File: config.mk
export PLATFORM = sky130hd
export DESIGN_NAME = polynomial_syntax_recognizer
export DESIGN_NICKNAME = d
export VERILOG_FILES = /design/src/hdl/psr_pkg.sv /design/src/hdl/psr_classify.sv /design/src/hdl/psr_parser.sv /design/src/hdl/polynomial_syntax_recognizer.sv
export VERILOG_INCLUDE_DIRS = /design/src /design/src/hdl
export SDC_FILE = /design/constraint.sdc
export NUM_CORES = 1
export LEC_CHECK = 0
export ABC_AREA = 1
export BUFFER_PORTS_ARGS = -buffer_cell sky130_fd_sc_hd__buf_2
export CAP_MARGIN = 20
export CORE_MARGIN = 3
export CORE_UTILIZATION = 51
export CTS_CLUSTER_DIAMETER = 60
export DETAILED_ROUTE_END_ITERATION = 6
export HOLD_SLACK_MARGIN = 0.15
export PLACE_DENSITY = 0.75
export SYNTH_ARGS = -nofsm -noshare
export SYNTH_HDL_FRONTEND = slang
export SYNTH_HIERARCHICAL = 1
export SYNTH_SLANG_ARGS = --single-unit
File: constraint.sdc
create_clock -name clk_i -period 2.1 [get_ports clk_i]
set_input_delay 0 -clock clk_i [delete_from_list [all_inputs] [get_ports clk_i]]
set_output_delay 0 -clock clk_i [all_outputs]
set_load 0.02 [all_outputs]
File: src/hdl/polynomial_syntax_recognizer_assert.svh
// ---------------------------------------------------------------------------
// polynomial syntax recognizer assertion macros
// concurrent checks on clk_i, disabled while rst_ni is low
// ---------------------------------------------------------------------------
`ifndef POLYNOMIAL_SYNTAX_RECOGNIZER_ASSERT_SVH
`define POLYNOMIAL_SYNTAX_RECOGNIZER_ASSERT_SVH

`ifndef SYNTHESIS

// same-cycle implication
`define PSR_ASSERT_IMP(label, ante, cons) \
  label: assert property (@(posedge clk_i) disable iff (!rst_ni) (ante) |-> (cons)) \
    else $error("psr assertion failed");

// next-cycle implication
`define PSR_ASSERT_NXT(label, ante, cons) \
  label: assert property (@(posedge clk_i) disable iff (!rst_ni) (ante) |=> (cons)) \
    else $error("psr assertion failed");

`else

`define PSR_ASSERT_IMP(label, ante, cons)
`define PSR_ASSERT_NXT(label, ante, cons)

`endif

`endif

File: src/hdl/psr_pkg.sv
// ---------------------------------------------------------------------------
// psr_pkg
// shared beat types, result codes and character constants
// ---------------------------------------------------------------------------
package psr_pkg;

  // character constants
  localparam logic [7:0] ChrX       = 8'h58;
  localparam logic [7:0] ChrCaret   = 8'h5E;
  localparam logic [7:0] ChrStar    = 8'h2A;
  localparam logic [7:0] ChrPoint   = 8'h2E;
  localparam logic [7:0] ChrPlus    = 8'h2B;
  localparam logic [7:0] ChrMinus   = 8'h2D;
  localparam logic [7:0] ChrSpace   = 8'h20;
  localparam logic [7:0] ChrTab     = 8'h09;
  localparam logic [7:0] ChrNewline = 8'h0A;
  localparam logic [7:0] ChrZero    = 8'h30;
  localparam logic [7:0] ChrNine    = 8'h39;

  typedef enum logic [1:0] {
    V_PENDING = 2'd0,
    V_ACCEPT  = 2'd1,
    V_REJECT  = 2'd2
  } verdict_e;

  typedef enum logic [2:0] {
    E_NONE     = 3'd0,
    E_DIGIT    = 3'd1,
    E_X        = 3'd2,
    E_TERM     = 3'd3,
    E_TRAILING = 3'd4
  } err_e;

  typedef struct packed {
    logic [7:0] character;
    logic       end_of_input;
  } in_beat_t;

  typedef struct packed {
    verdict_e verdict;
    err_e     error_kind;
  } out_beat_t;

  // decoded character classes, all low except eof at end of input
  typedef struct packed {
    logic eof;
    logic blank;
    logic digit;
    logic is_x;
    logic caret;
    logic star;
    logic point;
    logic sign;
    logic minus;
    logic newline;
  } char_class_t;

endpackage

File: src/hdl/psr_classify.sv
// ---------------------------------------------------------------------------
// psr_classify
// decodes one input beat into character class flags
// ---------------------------------------------------------------------------
module psr_classify (
  input  psr_pkg::in_beat_t    beat_i,
  output psr_pkg::char_class_t class_o
);
  import psr_pkg::*;

  logic [7:0] ch;
  logic       chr;

  assign ch  = beat_i.character;
  assign chr = !beat_i.end_of_input;

  // class flags, masked at end of input
  always_comb begin
    class_o         = '0;
    class_o.eof     = beat_i.end_of_input;
    class_o.blank   = chr && (ch == ChrSpace || ch == ChrTab);
    class_o.digit   = chr && (ch >= ChrZero) && (ch <= ChrNine);
    class_o.is_x    = chr && (ch == ChrX);
    class_o.caret   = chr && (ch == ChrCaret);
    class_o.star    = chr && (ch == ChrStar);
    class_o.point   = chr && (ch == ChrPoint);
    class_o.sign    = chr && (ch == ChrPlus || ch == ChrMinus);
    class_o.minus   = chr && (ch == ChrMinus);
    class_o.newline = chr && (ch == ChrNewline);
  end

endmodule

File: src/hdl/psr_parser.sv
// ---------------------------------------------------------------------------
// psr_parser
// parse position register, transition logic and result register
// ---------------------------------------------------------------------------
module psr_parser (
  input  logic                 clk_i,
  input  logic                 rst_ni,
  input  logic                 step_i,
  input  psr_pkg::char_class_t class_i,
  output psr_pkg::out_beat_t   result_o
);
  import psr_pkg::*;

  typedef enum logic [3:0] {
    P_START     = 4'd0,
    P_TERM      = 4'd1,
    P_INT       = 4'd2,
    P_AFTER_INT = 4'd3,
    P_FRAC      = 4'd4,
    P_AFTER_NUM = 4'd5,
    P_STAR      = 4'd6,
    P_AFTER_X   = 4'd7,
    P_CARET     = 4'd8,
    P_EXP       = 4'd9,
    P_AFTER_EXP = 4'd10
  } pos_e;

  pos_e      pos_q, pos_d;
  out_beat_t result_q, result_d;

  // outcome of a character after a complete term
  pos_e      at_pos;
  out_beat_t at_res;
  // outcome of a character that must begin a term
  pos_e      ts_pos;
  out_beat_t ts_res;

  always_comb begin
    at_pos = P_START;
    at_res = '{verdict: V_PENDING, error_kind: E_NONE};
    if (class_i.eof || class_i.newline) begin
      at_res.verdict = V_ACCEPT;
    end else if (class_i.sign) begin
      at_pos = P_TERM;
    end else begin
      at_res = '{verdict: V_REJECT, error_kind: E_TRAILING};
    end
  end

  always_comb begin
    ts_pos = P_START;
    ts_res = '{verdict: V_PENDING, error_kind: E_NONE};
    if (class_i.is_x) begin
      ts_pos = P_AFTER_X;
    end else if (class_i.digit) begin
      ts_pos = P_INT;
    end else begin
      ts_res = '{verdict: V_REJECT, error_kind: E_TERM};
    end
  end

  // transition for the current beat
  always_comb begin
    pos_d    = pos_q;
    result_d = '{verdict: V_PENDING, error_kind: E_NONE};
    unique case (pos_q)
      P_TERM: begin
        if (!class_i.blank) begin
          pos_d    = ts_pos;
          result_d = ts_res;
        end
      end
      P_INT, P_AFTER_INT: begin
        if (class_i.digit && pos_q == P_INT) begin
          pos_d = P_INT;
        end else if (class_i.blank) begin
          pos_d = P_AFTER_INT;
        end else if (class_i.point) begin
          pos_d = P_FRAC;
        end else if (class_i.star) begin
          pos_d = P_STAR;
        end else begin
          pos_d    = at_pos;
          result_d = at_res;
        end
      end
      P_FRAC, P_AFTER_NUM: begin
        if (class_i.digit && pos_q == P_FRAC) begin
          pos_d = P_FRAC;
        end else if (class_i.blank) begin
          pos_d = P_AFTER_NUM;
        end else if (class_i.star) begin
          pos_d = P_STAR;
        end else begin
          pos_d    = at_pos;
          result_d = at_res;
        end
      end
      P_STAR: begin
        if (!class_i.blank) begin
          if (class_i.is_x) begin
            pos_d = P_AFTER_X;
          end else begin
            pos_d    = P_START;
            result_d = '{verdict: V_REJECT, error_kind: E_X};
          end
        end
      end
      P_AFTER_X: begin
        if (!class_i.blank) begin
          if (class_i.caret) begin
            pos_d = P_CARET;
          end else begin
            pos_d    = at_pos;
            result_d = at_res;
          end
        end
      end
      P_CARET: begin
        if (!class_i.blank) begin
          if (class_i.digit) begin
            pos_d = P_EXP;
          end else begin
            pos_d    = P_START;
            result_d = '{verdict: V_REJECT, error_kind: E_DIGIT};
          end
        end
      end
      P_EXP, P_AFTER_EXP: begin
        if (class_i.digit && pos_q == P_EXP) begin
          pos_d = P_EXP;
        end else if (class_i.blank) begin
          pos_d = P_AFTER_EXP;
        end else begin
          pos_d    = at_pos;
          result_d = at_res;
        end
      end
      default: begin
        // start of polynomial, unused codes behave the same
        if (class_i.blank) begin
          pos_d = pos_q;
        end else if (class_i.minus) begin
          pos_d = P_TERM;
        end else begin
          pos_d    = ts_pos;
          result_d = ts_res;
        end
      end
    endcase
  end

  // parse position
  always_ff @(posedge clk_i or negedge rst_ni) begin
    if (!rst_ni) begin
      pos_q <= P_START;
    end else if (step_i) begin
      pos_q <= pos_d;
    end
  end

  // result register, payload only
  always_ff @(posedge clk_i) begin
    if (step_i) begin
      result_q <= result_d;
    end
  end

  assign result_o = result_q;

endmodule

File: src/hdl/polynomial_syntax_recognizer.sv
// ---------------------------------------------------------------------------
// polynomial_syntax_recognizer
// checks a character stream, line by line, against a polynomial grammar
// ---------------------------------------------------------------------------
// usage:
//   input channel: in_beat_i carries one character or an end-of-input
//   flag, taken when in_valid_i is high and in_stall_o is low.
//   output channel: out_beat_o carries verdict and error_kind, taken
//   when out_valid_o is high and out_stall_i is low.
//   every input beat yields exactly one output beat, in order.
//   the beat sits in the input register and then passes through the parse
//   logic into the result register, out_valid_o rising with the result.
//   throughput: one beat per cycle while out_stall_i is low; the parse
//   state updates between the input register and the result register.
//   when out_stall_i holds, the result waits in the output register and
//   one more beat is held in the input register; in_stall_o then rises.
//   reset clears both valid flags and returns the parser to the start
//   of a polynomial; after an accept or reject verdict the parser also
//   restarts for the next line.
// ---------------------------------------------------------------------------
`include "polynomial_syntax_recognizer_assert.svh"

module polynomial_syntax_recognizer (
  input  logic               clk_i,
  input  logic               rst_ni,
  input  logic               in_valid_i,
  output logic               in_stall_o,
  input  psr_pkg::in_beat_t  in_beat_i,
  output logic               out_valid_o,
  input  logic               out_stall_i,
  output psr_pkg::out_beat_t out_beat_o
);
  import psr_pkg::*;

  logic        in_valid_q, in_valid_d;
  in_beat_t    in_beat_q;
  logic        out_valid_q, out_valid_d;
  logic        out_free;
  logic        step;
  logic        in_take;
  char_class_t cls;

  // handshake control
  assign out_free   = !out_valid_q || !out_stall_i;
  assign step       = in_valid_q && out_free;
  assign in_stall_o = in_valid_q && !out_free;
  assign in_take    = in_valid_i && !in_stall_o;

  always_comb begin
    in_valid_d = in_valid_q;
    if (in_take) begin
      in_valid_d = 1'b1;
    end else if (step) begin
      in_valid_d = 1'b0;
    end
    out_valid_d = out_valid_q;
    if (step) begin
      out_valid_d = 1'b1;
    end else if (out_free) begin
      out_valid_d = 1'b0;
    end
  end

  always_ff @(posedge clk_i or negedge rst_ni) begin
    if (!rst_ni) begin
      in_valid_q  <= 1'b0;
      out_valid_q <= 1'b0;
    end else begin
      in_valid_q  <= in_valid_d;
      out_valid_q <= out_valid_d;
    end
  end

  // input register
  always_ff @(posedge clk_i) begin
    if (in_take) begin
      in_beat_q <= in_beat_i;
    end
  end

  psr_classify u_classify (
    .beat_i  (in_beat_q),
    .class_o (cls)
  );

  psr_parser u_parser (
    .clk_i    (clk_i),
    .rst_ni   (rst_ni),
    .step_i   (step),
    .class_i  (cls),
    .result_o (out_beat_o)
  );

  assign out_valid_o = out_valid_q;

  // checks
  `PSR_ASSERT_NXT(a_step_gives_result, step, out_valid_o)
  `PSR_ASSERT_IMP(a_stall_only_when_full, in_stall_o, in_valid_q && out_valid_q)
  `PSR_ASSERT_IMP(a_kind_none_unless_reject, out_valid_o && out_beat_o.verdict != V_REJECT, out_beat_o.error_kind == E_NONE)
  `PSR_ASSERT_IMP(a_reject_has_kind, out_valid_o && out_beat_o.verdict == V_REJECT, out_beat_o.error_kind != E_NONE)

endmodule
==> out/metrics.sh, run 1 <==
OUTCOME='complete, no violations'
FP.DIEH_UM=58.9
POWER-PER-CELL-AREA_nW_PER_UM2=610
NUMCTSBUFFERS=3
COUNT_OF_H_TREE_LEVELS_BUILT_DURING_CTS=1
NUMBER_OF_GLOBAL_ROUTE_VIAS_BEFORE_REPAIR=1324
SEQCELLAREA_UM2=571
ANT_NETS=0
NETLIST_INSTANCES=195
TOTAL_NEGATIVE_SETUP_SLACK_NS=0
SYNTH.YOSYS.WARNINGS=6
MULTI_INPUT_COMB_AREA_UM2=731
CLK_PIN_SLEW_NS=0.12
HOLD_PATH_CLASS='in -> reg'
NUMBER_OF_MAX_SLEW_VIOLATIONS_IN_THE_FINAL_REPORT=0
SYNTH_TOP_AREA_SHARE_PCT=29.4
CTS_TREE='yes'
UNIQUE_MASTERS_POST_SYNTH=25
REPORT.POWER.TOTAL_mW=1.08
CLOCK_NET_SINK_COUNT=20
CORE-AREA_UM2=2570
MAX-CLOCK-PATH-BUFFERS=2
FINALWORSTSETUPSLACK_NS=0.162
LAYOUT_COMMON_CELLS='55 x sky130_fd_sc_hd__nand2_1, 23 x sky130_fd_sc_hd__nor2_1, 22 x sky130_fd_sc_hd__inv_1, 19 x sky130_fd_sc_hd__buf_2'
MAX-VDD-IR-DROP_V=0.000683
GRT_SETUP_UNREPAIRED='false'
GRT_START_MAX_NET_PINS=13
NUMBER_OF_ANTENNA_VIOLATIONS_AT_THE_FIRST_CHECK_IN_GLOBAL_ROUTING=0
AREA_GROWTH_SYN_TO_LAYOUT_PCT=23.7
DRIVE_GT1_SHARE_PCT=27.4
DIEAREA_UM2=3470
WORST_MARGIN_PIN_SLEW_NS=0.410
DRV_CAP=0
FINAL.HOLD.WORST_SLACK_NS=0.396
SYNTH.CELL_AREA_UM2=1430
CRIT_FANOUT=7
WORSTSKEWPAIRLATENCY_NS=0.31
MOST_COMMON_CELL_AFTER_LAYOUT_FILL_AND_TAPS_ASIDE='sky130_fd_sc_hd__nand2_1'
FINAL_HOLD_VIOL_COUNT=0
YOSYS.AREA.TOP_TYPE='sky130_fd_sc_hd__edfxtp_1'
TYPE_OF_DESTINATION_OF_THE_CRITICAL_PATH='register'
LAYOUT.FILLER_CELLS=207
DETAILEDROUTE.FIRSTPASSITERATIONCOUNT=4
SYN-NUM-NETS=208
STD_CELL_ROWS=18
ROUTE.DETAILED.DRC=0
KIND_OF_LAUNCH_POINT_OF_THE_WORST_SETUP_PATH='register'
MAX_FREQ_MHz=516
TIMING.CLOCK.SKEW_NS=0.00580
ROOT_BUFFER='sky130_fd_sc_hd__clkbuf_4'
PRE_CTS_WS_NS=0.133
FINAL_NETS=248
DRT-TOTAL-WL_UM=3320
INSERTEDDIODECOUNT=0
SYNTHESIS.AREA_PER_INSTANCE_UM2=7.33
SYNTH_SEQ_AREA_SHARE_PCT=39.9
TIMING.FINAL.SETUP_VIOLATIONS=0
PLACE_INST=245
VIAS=1383
BUFFER_PORTS.INSERTED=19
INITIAL_CORE_UTIL_PCT=55.7
TIMING.MAX_SLEW.REL_SLACK_PCT=72.6
CRITICAL_PATH_DATA_REQUIRED_TIME_NS=2.18
GLOBALROUTEOVERFLOWTOTAL=0
FINALCRITPERIODSHARE_PCT=92.3
POWER_LEAKAGE_nW=0.818
COUNT_OF_BOUNDARY_I_O_PINS=20
TOTAL_GLOBAL_ROUTING_TRACK_UTILIZATION_PCT=21.2
ROUTE.DETAILED.VIAS_PER_INST=5.24
INSTANCES_NO_FILL=264
CRITICALPATHCATEGORY='reg -> reg'
YOSYS-TOP-CELLS-AREA='sky130_fd_sc_hd__edfxtp_1 29%, sky130_fd_sc_hd__nand2_1 14%, sky130_fd_sc_hd__dfrtp_1 11%'
RRSETUPSLACK_NS=0.16
GP_ROUTABILITY_CONGESTION=0.888
FIRST_ITER_VIOLATIONS=43
FIRST_PASS_GRT_WIRE_LENGTH_UM=5620
SYNTH-SEQ-CELLS=20
FP.DIEW_UM=58.9
ROUTE.DETAILED.WL_PER_INST_UM=12.6
POST-DP-HPWL_UM=2590
WORSTPATHARRIVAL_NS=2.01
LAYOUT_MIN_CYCLE_TIME_NS=1.94
==> per-layer routing <==
| metal | track usage (%) | vias to the layer above | wire length, um | share of wire (%) |
|---|---|---|---|---|
| met1 | 25.8 | 630 | 1420 | 43 |
| met2 | 38.3 | 53 | 1700 | 51 |
| met4 | 3.56 | 0 | 13 | 0.39 |
| met3 | 4.82 | 2 | 180 | 5.4 |
| li1 | - | 698 | - | - |
| met5 | 0 | - | 0 | 0 |
==> worst max-delay path, stage by stage, from the launching register on <==
cell and delay [ns]:
sky130_fd_sc_hd__edfxtp_1 0.46, sky130_fd_sc_hd__inv_2 0.13, sky130_fd_sc_hd__nand3_1 0.08, sky130_fd_sc_hd__nor3_1 0.17, sky130_fd_sc_hd__buf_4 0.18, sky130_fd_sc_hd__inv_1 0.07, sky130_fd_sc_hd__nor2_2 0.14, sky130_fd_sc_hd__nor2_2 0.05
sky130_fd_sc_hd__nand2_1 0.06, sky130_fd_sc_hd__nand2_2 0.06, sky130_fd_sc_hd__a21oi_2 0.16, sky130_fd_sc_hd__nor2_2 0.06, sky130_fd_sc_hd__inv_2 0.04, sky130_fd_sc_hd__nand2_1 0.04
==> where the power goes <==
group	switching, mW	total [mW]	internal (mW)	leakage (nW)
combinational	0.189	0.305	0.116	0.585
sequential	0.0339	0.503	0.470	0.207
clock	0.124	0.270	0.145	0.0261
total	0.347	1.08	0.731	0.818
==> worst paths after layout <==
check / startpoint / end / depth (start not counted)
worst max-delay path: in_beat_q[0] / u_parser/result_o[4] / 13
worst min-delay path: in_beat_i[4] / in_beat_q[4] / 2
worst max register to register: in_beat_q[0] / u_parser/result_o[4] / 13
worst min register to register: in_valid_q / out_valid_o / 2
max in group asynchronous: rst_ni / out_valid_o / 3
min in group asynchronous: rst_ni / u_parser/pos_q[1] / 3
==> state kept, by name (all words and copies together) (netlist names) <==
name / count
in_valid_q: 1
u_parser/pos_q: 4
in_beat_q: 9
out_valid_o: 1
u_parser/result_o: 5
==> Yosys cell counts <==
library cell and count:
sky130_fd_sc_hd__a21oi_1 5, sky130_fd_sc_hd__a21oi_2 2, sky130_fd_sc_hd__and3_1 1, sky130_fd_sc_hd__buf_2 1
sky130_fd_sc_hd__buf_4 1, sky130_fd_sc_hd__buf_6 1, sky130_fd_sc_hd__clkinv_1 1, sky130_fd_sc_hd__dfrtp_1 6
sky130_fd_sc_hd__edfxtp_1 14, sky130_fd_sc_hd__inv_1 23, sky130_fd_sc_hd__inv_2 5, sky130_fd_sc_hd__nand2_1 55
sky130_fd_sc_hd__nand2_2 10, sky130_fd_sc_hd__nand3_1 14, sky130_fd_sc_hd__nand3_2 3, sky130_fd_sc_hd__nand3b_1 2
sky130_fd_sc_hd__nand4_1 3, sky130_fd_sc_hd__nor2_1 25, sky130_fd_sc_hd__nor2_2 3, sky130_fd_sc_hd__nor2_4 7
sky130_fd_sc_hd__nor3_1 2, sky130_fd_sc_hd__nor3_2 3, sky130_fd_sc_hd__o211ai_1 1, sky130_fd_sc_hd__o21ai_0 4
sky130_fd_sc_hd__o21ai_1 3
==> metrics by stage <==
step	util, %	cell area [um2]
5_1_grt	68.9	1770
2_1_floorplan	-	1430
6_report	68.9	1770
3_5_place_dp	61.1	1570
3_3_place_gp	61.1	1570
4_1_cts	68.4	1760
==> area by class of cell <==
type / count / area share [%]
clock buffers: 4 / 2.69
inverters: 29 / 6.16
multi-input cells: 143 / 41.3
flip-flops and latches: 20 / 32.3
well taps: 30 / 2.12
repair buffers: 38 / 15.4
==> cell families (layout without fill, tap and decap cells) <==
logic type,Yosys count,count (layout),synth area share [%]
simple gates,128,128,44.8
flops,20,20,39.9
compound gates,15,15,5.95
buf+inv,32,71,9.28
==> what timing repair did <==
| action | 4_1_cts | 5_1_grt |
|---|---|---|
| hold buffers | 14 | 0 |
| endpoints found under the hold margin | 17 | 0 |
| setup buffers | 0 | 1 |
| resized for setup | 0 | 3 |
| endpoints found under the setup margin | 0 | 2 |
Power figures use the tool's default switching activity.
==> run 2, diff against run 1 <==
--- a/config.mk
+++ b/config.mk
@@ -13,8 +13,10 @@
 export CORE_UTILIZATION = 51
 export CTS_CLUSTER_DIAMETER = 60
 export DETAILED_ROUTE_END_ITERATION = 6
+export GPL_TIMING_DRIVEN = 0
 export HOLD_SLACK_MARGIN = 0.15
 export PLACE_DENSITY = 0.75
+export SKIP_CTS_REPAIR_TIMING = 1
 export SYNTH_ARGS = -nofsm -noshare
 export SYNTH_HDL_FRONTEND = slang
 export SYNTH_HIERARCHICAL = 1
==> run 2 against run 1 <==
Against the previous run:
- total power is 5.7% lower
- die area stayed put
- clock power is 26% lower
==> out/metrics.sh, run 2 (synthesis results as in run 1) <==
CTS_TREE='yes'
COMBPWRFRAC_PCT=31.1
POWER.NET_SWITCHING_uW=358
MAX_FREQ_MHz=514
KIND_OF_LAUNCH_POINT_OF_THE_WORST_SETUP_PATH='register'
NUMBER_OF_ANTENNA_VIOLATIONS_AT_THE_FIRST_CHECK_IN_GLOBAL_ROUTING=0
STD_CELL_ROWS=18
TIMING.FINAL.SETUP_VIOLATIONS=0
FP.DIEW_UM=58.9
DRV_CAP=0
LAYOUT_COMMON_CELLS='54 x sky130_fd_sc_hd__nand2_1, 24 x sky130_fd_sc_hd__nor2_1, 22 x sky130_fd_sc_hd__inv_1, 20 x sky130_fd_sc_hd__buf_2'
ANT_NETS=0
COUNT_OF_H_TREE_LEVELS_BUILT_DURING_CTS=1
CRIT_CHAIN='inv_2 > nand3_1 > nor3_4 > inv_1 > nor2_1 > nor2_2 > nand2_1 > nand2_2 > a21oi_2 > nor2_2 > inv_2 > nand2_1'
FINAL_NETS=252
POWER-PER-CELL-AREA_nW_PER_UM2=568
MAX-VDD-IR-DROP_V=0.000467
POWER.INTERNAL_uW=659
CORE-AREA_UM2=2570
ROUTE.DETAILED.DRC=0
FINAL_HOLD_VIOL_COUNT=0
LONGEST_INDIVIDUAL_STAGE_DELAY_ON_THE_WORST_PATH_NS=0.44
WORSTPATHARRIVAL_NS=2.03
TYPE_OF_DESTINATION_OF_THE_CRITICAL_PATH='register'
NUMBER_OF_GLOBAL_ROUTE_VIAS_BEFORE_REPAIR=1259
CLK_PIN_SLEW_NS=0.12
AREA_GROWTH_SYN_TO_LAYOUT_PCT=25.2
ROUTE.DETAILED.WL_PER_INST_UM=13.2
CRITICAL_PATH_DATA_REQUIRED_TIME_NS=2.18
OUTCOME='complete, no violations'
VIAS=1413
FP.DIEH_UM=58.9
DIEAREA_UM2=3470
LAYOUT_MIN_CYCLE_TIME_NS=1.94
RRSETUPSLACK_NS=0.16
WORSTSKEWPAIRLATENCY_NS=0.31
DRT-TOTAL-WL_UM=3530
MOST_COMMON_CELL_AFTER_LAYOUT_FILL_AND_TAPS_ASIDE='sky130_fd_sc_hd__nand2_1'
CRIT_PATH_TOP_DELAY_CELL='sky130_fd_sc_hd__edfxtp_1'
CRITICALPATHCATEGORY='reg -> reg'
TIMING.MAX_SLEW.REL_SLACK_PCT=54.1
GRT_SETUP_UNREPAIRED='false'
MAX-CLOCK-PATH-BUFFERS=2
WORST_MARGIN_PIN_SLEW_NS=0.689
BUFFER_PORTS.INSERTED=19
ROUTE.DETAILED.VIAS_PER_INST=5.27
TIMING.CLOCK.SKEW_NS=0.00356
NUMBER_OF_MAX_SLEW_VIOLATIONS_IN_THE_FINAL_REPORT=0
LARGEST-REGISTER='in_beat_q'
TOTAL_NEGATIVE_SETUP_SLACK_NS=0
DETAILEDROUTE.FIRSTPASSITERATIONCOUNT=4
ROOT_BUFFER='sky130_fd_sc_hd__clkbuf_4'
PRE_CTS_WS_NS=-0.356
FINALCRITPERIODSHARE_PCT=92.6
POWER_FRAC_CLOCK_PCT=19.6
FINALWORSTSETUPSLACK_NS=0.155
POST-DP-HPWL_UM=2600
NUMCTSBUFFERS=3
FLIP_FLOP_COUNT_OF_THE_LARGEST_REGISTER_AFTER_LAYOUT=9
POWER_FRAC_SEQ_PCT=49.3
COUNT_OF_BOUNDARY_I_O_PINS=20
FIRST_PASS_GRT_WIRE_LENGTH_UM=5480
SW_FRAC_OF_TOTAL_PCT=35.2
HOLD_PATH_CLASS='in -> reg'
TOTAL_GLOBAL_ROUTING_TRACK_UTILIZATION_PCT=20.7
INITIAL_CORE_UTIL_PCT=55.7
POWER_LEAKAGE_nW=0.831
GP_ROUTABILITY_CONGESTION=0.926
GLOBALROUTEOVERFLOWTOTAL=0
INSERTEDDIODECOUNT=0
CRIT_FANOUT=5
CLOCK_NET_SINK_COUNT=20
DRIVE_GT1_SHARE_PCT=28.6
GRT_START_MAX_NET_PINS=12
FIRST_ITER_VIOLATIONS=80
[run 2: cell count changes in the layout (fill, tap and decap cells not counted), sizes merged]
cell | previous run | this run
clkbuf | 4 | 3
clkinv | 1 | 2
buf | 24 | 28
[run 2: area by class of cell]
cell class                 count  area (um2)
buffer                         3        23.8
inverter                      29         109
multi-input combinational    143         742
sequential                    20         571
fill                         204         778
tap                           30        37.5
timing repair buffer          39         280
clock buffer                   3        22.5
clock inverter                 1        3.75
[run 2: per-layer routing]
| layer | vias up | track usage (%) | share of wire, % | routed length (um) |
|---|---|---|---|---|
| li1 | 705 | - | - | - |
| met1 | 641 | 27.3 | 40 | 1400 |
| met2 | 58 | 32.8 | 50 | 1770 |
| met3 | 9 | 3.51 | 8.1 | 288 |
| met4 | 0 | 10.4 | 2.0 | 72 |
| met5 | - | 0 | 0 | 0 |
[run 2: per-stage QoR]
step,power [mW],cell area (um2),instances,hold WS [ns],utilization (%)
6_report,1.02,1790,268,0.385,69.7
5_1_grt,1.07,1790,268,0.390,69.7
4_1_cts,0.994,1590,248,-0.530,61.8
3_5_place_dp,0.795,1560,244,-0.176,60.8
3_3_place_gp,0.782,1560,244,-0.177,60.8
2_1_floorplan,0.717,1430,195,-0.296,-
[run 2: worst paths after layout]
path,from,end,cells past startpoint
worst max-delay path,in_beat_q[0],u_parser/result_o[4],12
max in group asynchronous,rst_ni,in_valid_q,3
worst max register to register,in_beat_q[0],u_parser/result_o[4],12
worst min-delay path,in_beat_i[6],in_beat_q[6],2
worst min register to register,in_valid_q,out_valid_o,2
min in group asynchronous,rst_ni,out_valid_o,3
[run 2: critical path: cells and delay by family, from the launching register on]
kind	cells	cell delay, ns
and+or+nand+nor	8	0.86
DFF	1	0.44
buffers and inverters	3	0.25
AOI/OAI and AO/OA	1	0.16
[run 2: power by group through the flow]
stage	Combinational, mW	Sequential (mW)	Clock (mW)
after floorplan	0.192	0.525	0
after global placement	0.274	0.509	0
after detailed placement	0.285	0.511	0
after CTS	0.285	0.502	0.207
after global routing	0.351	0.506	0.217
final	0.316	0.501	0.199
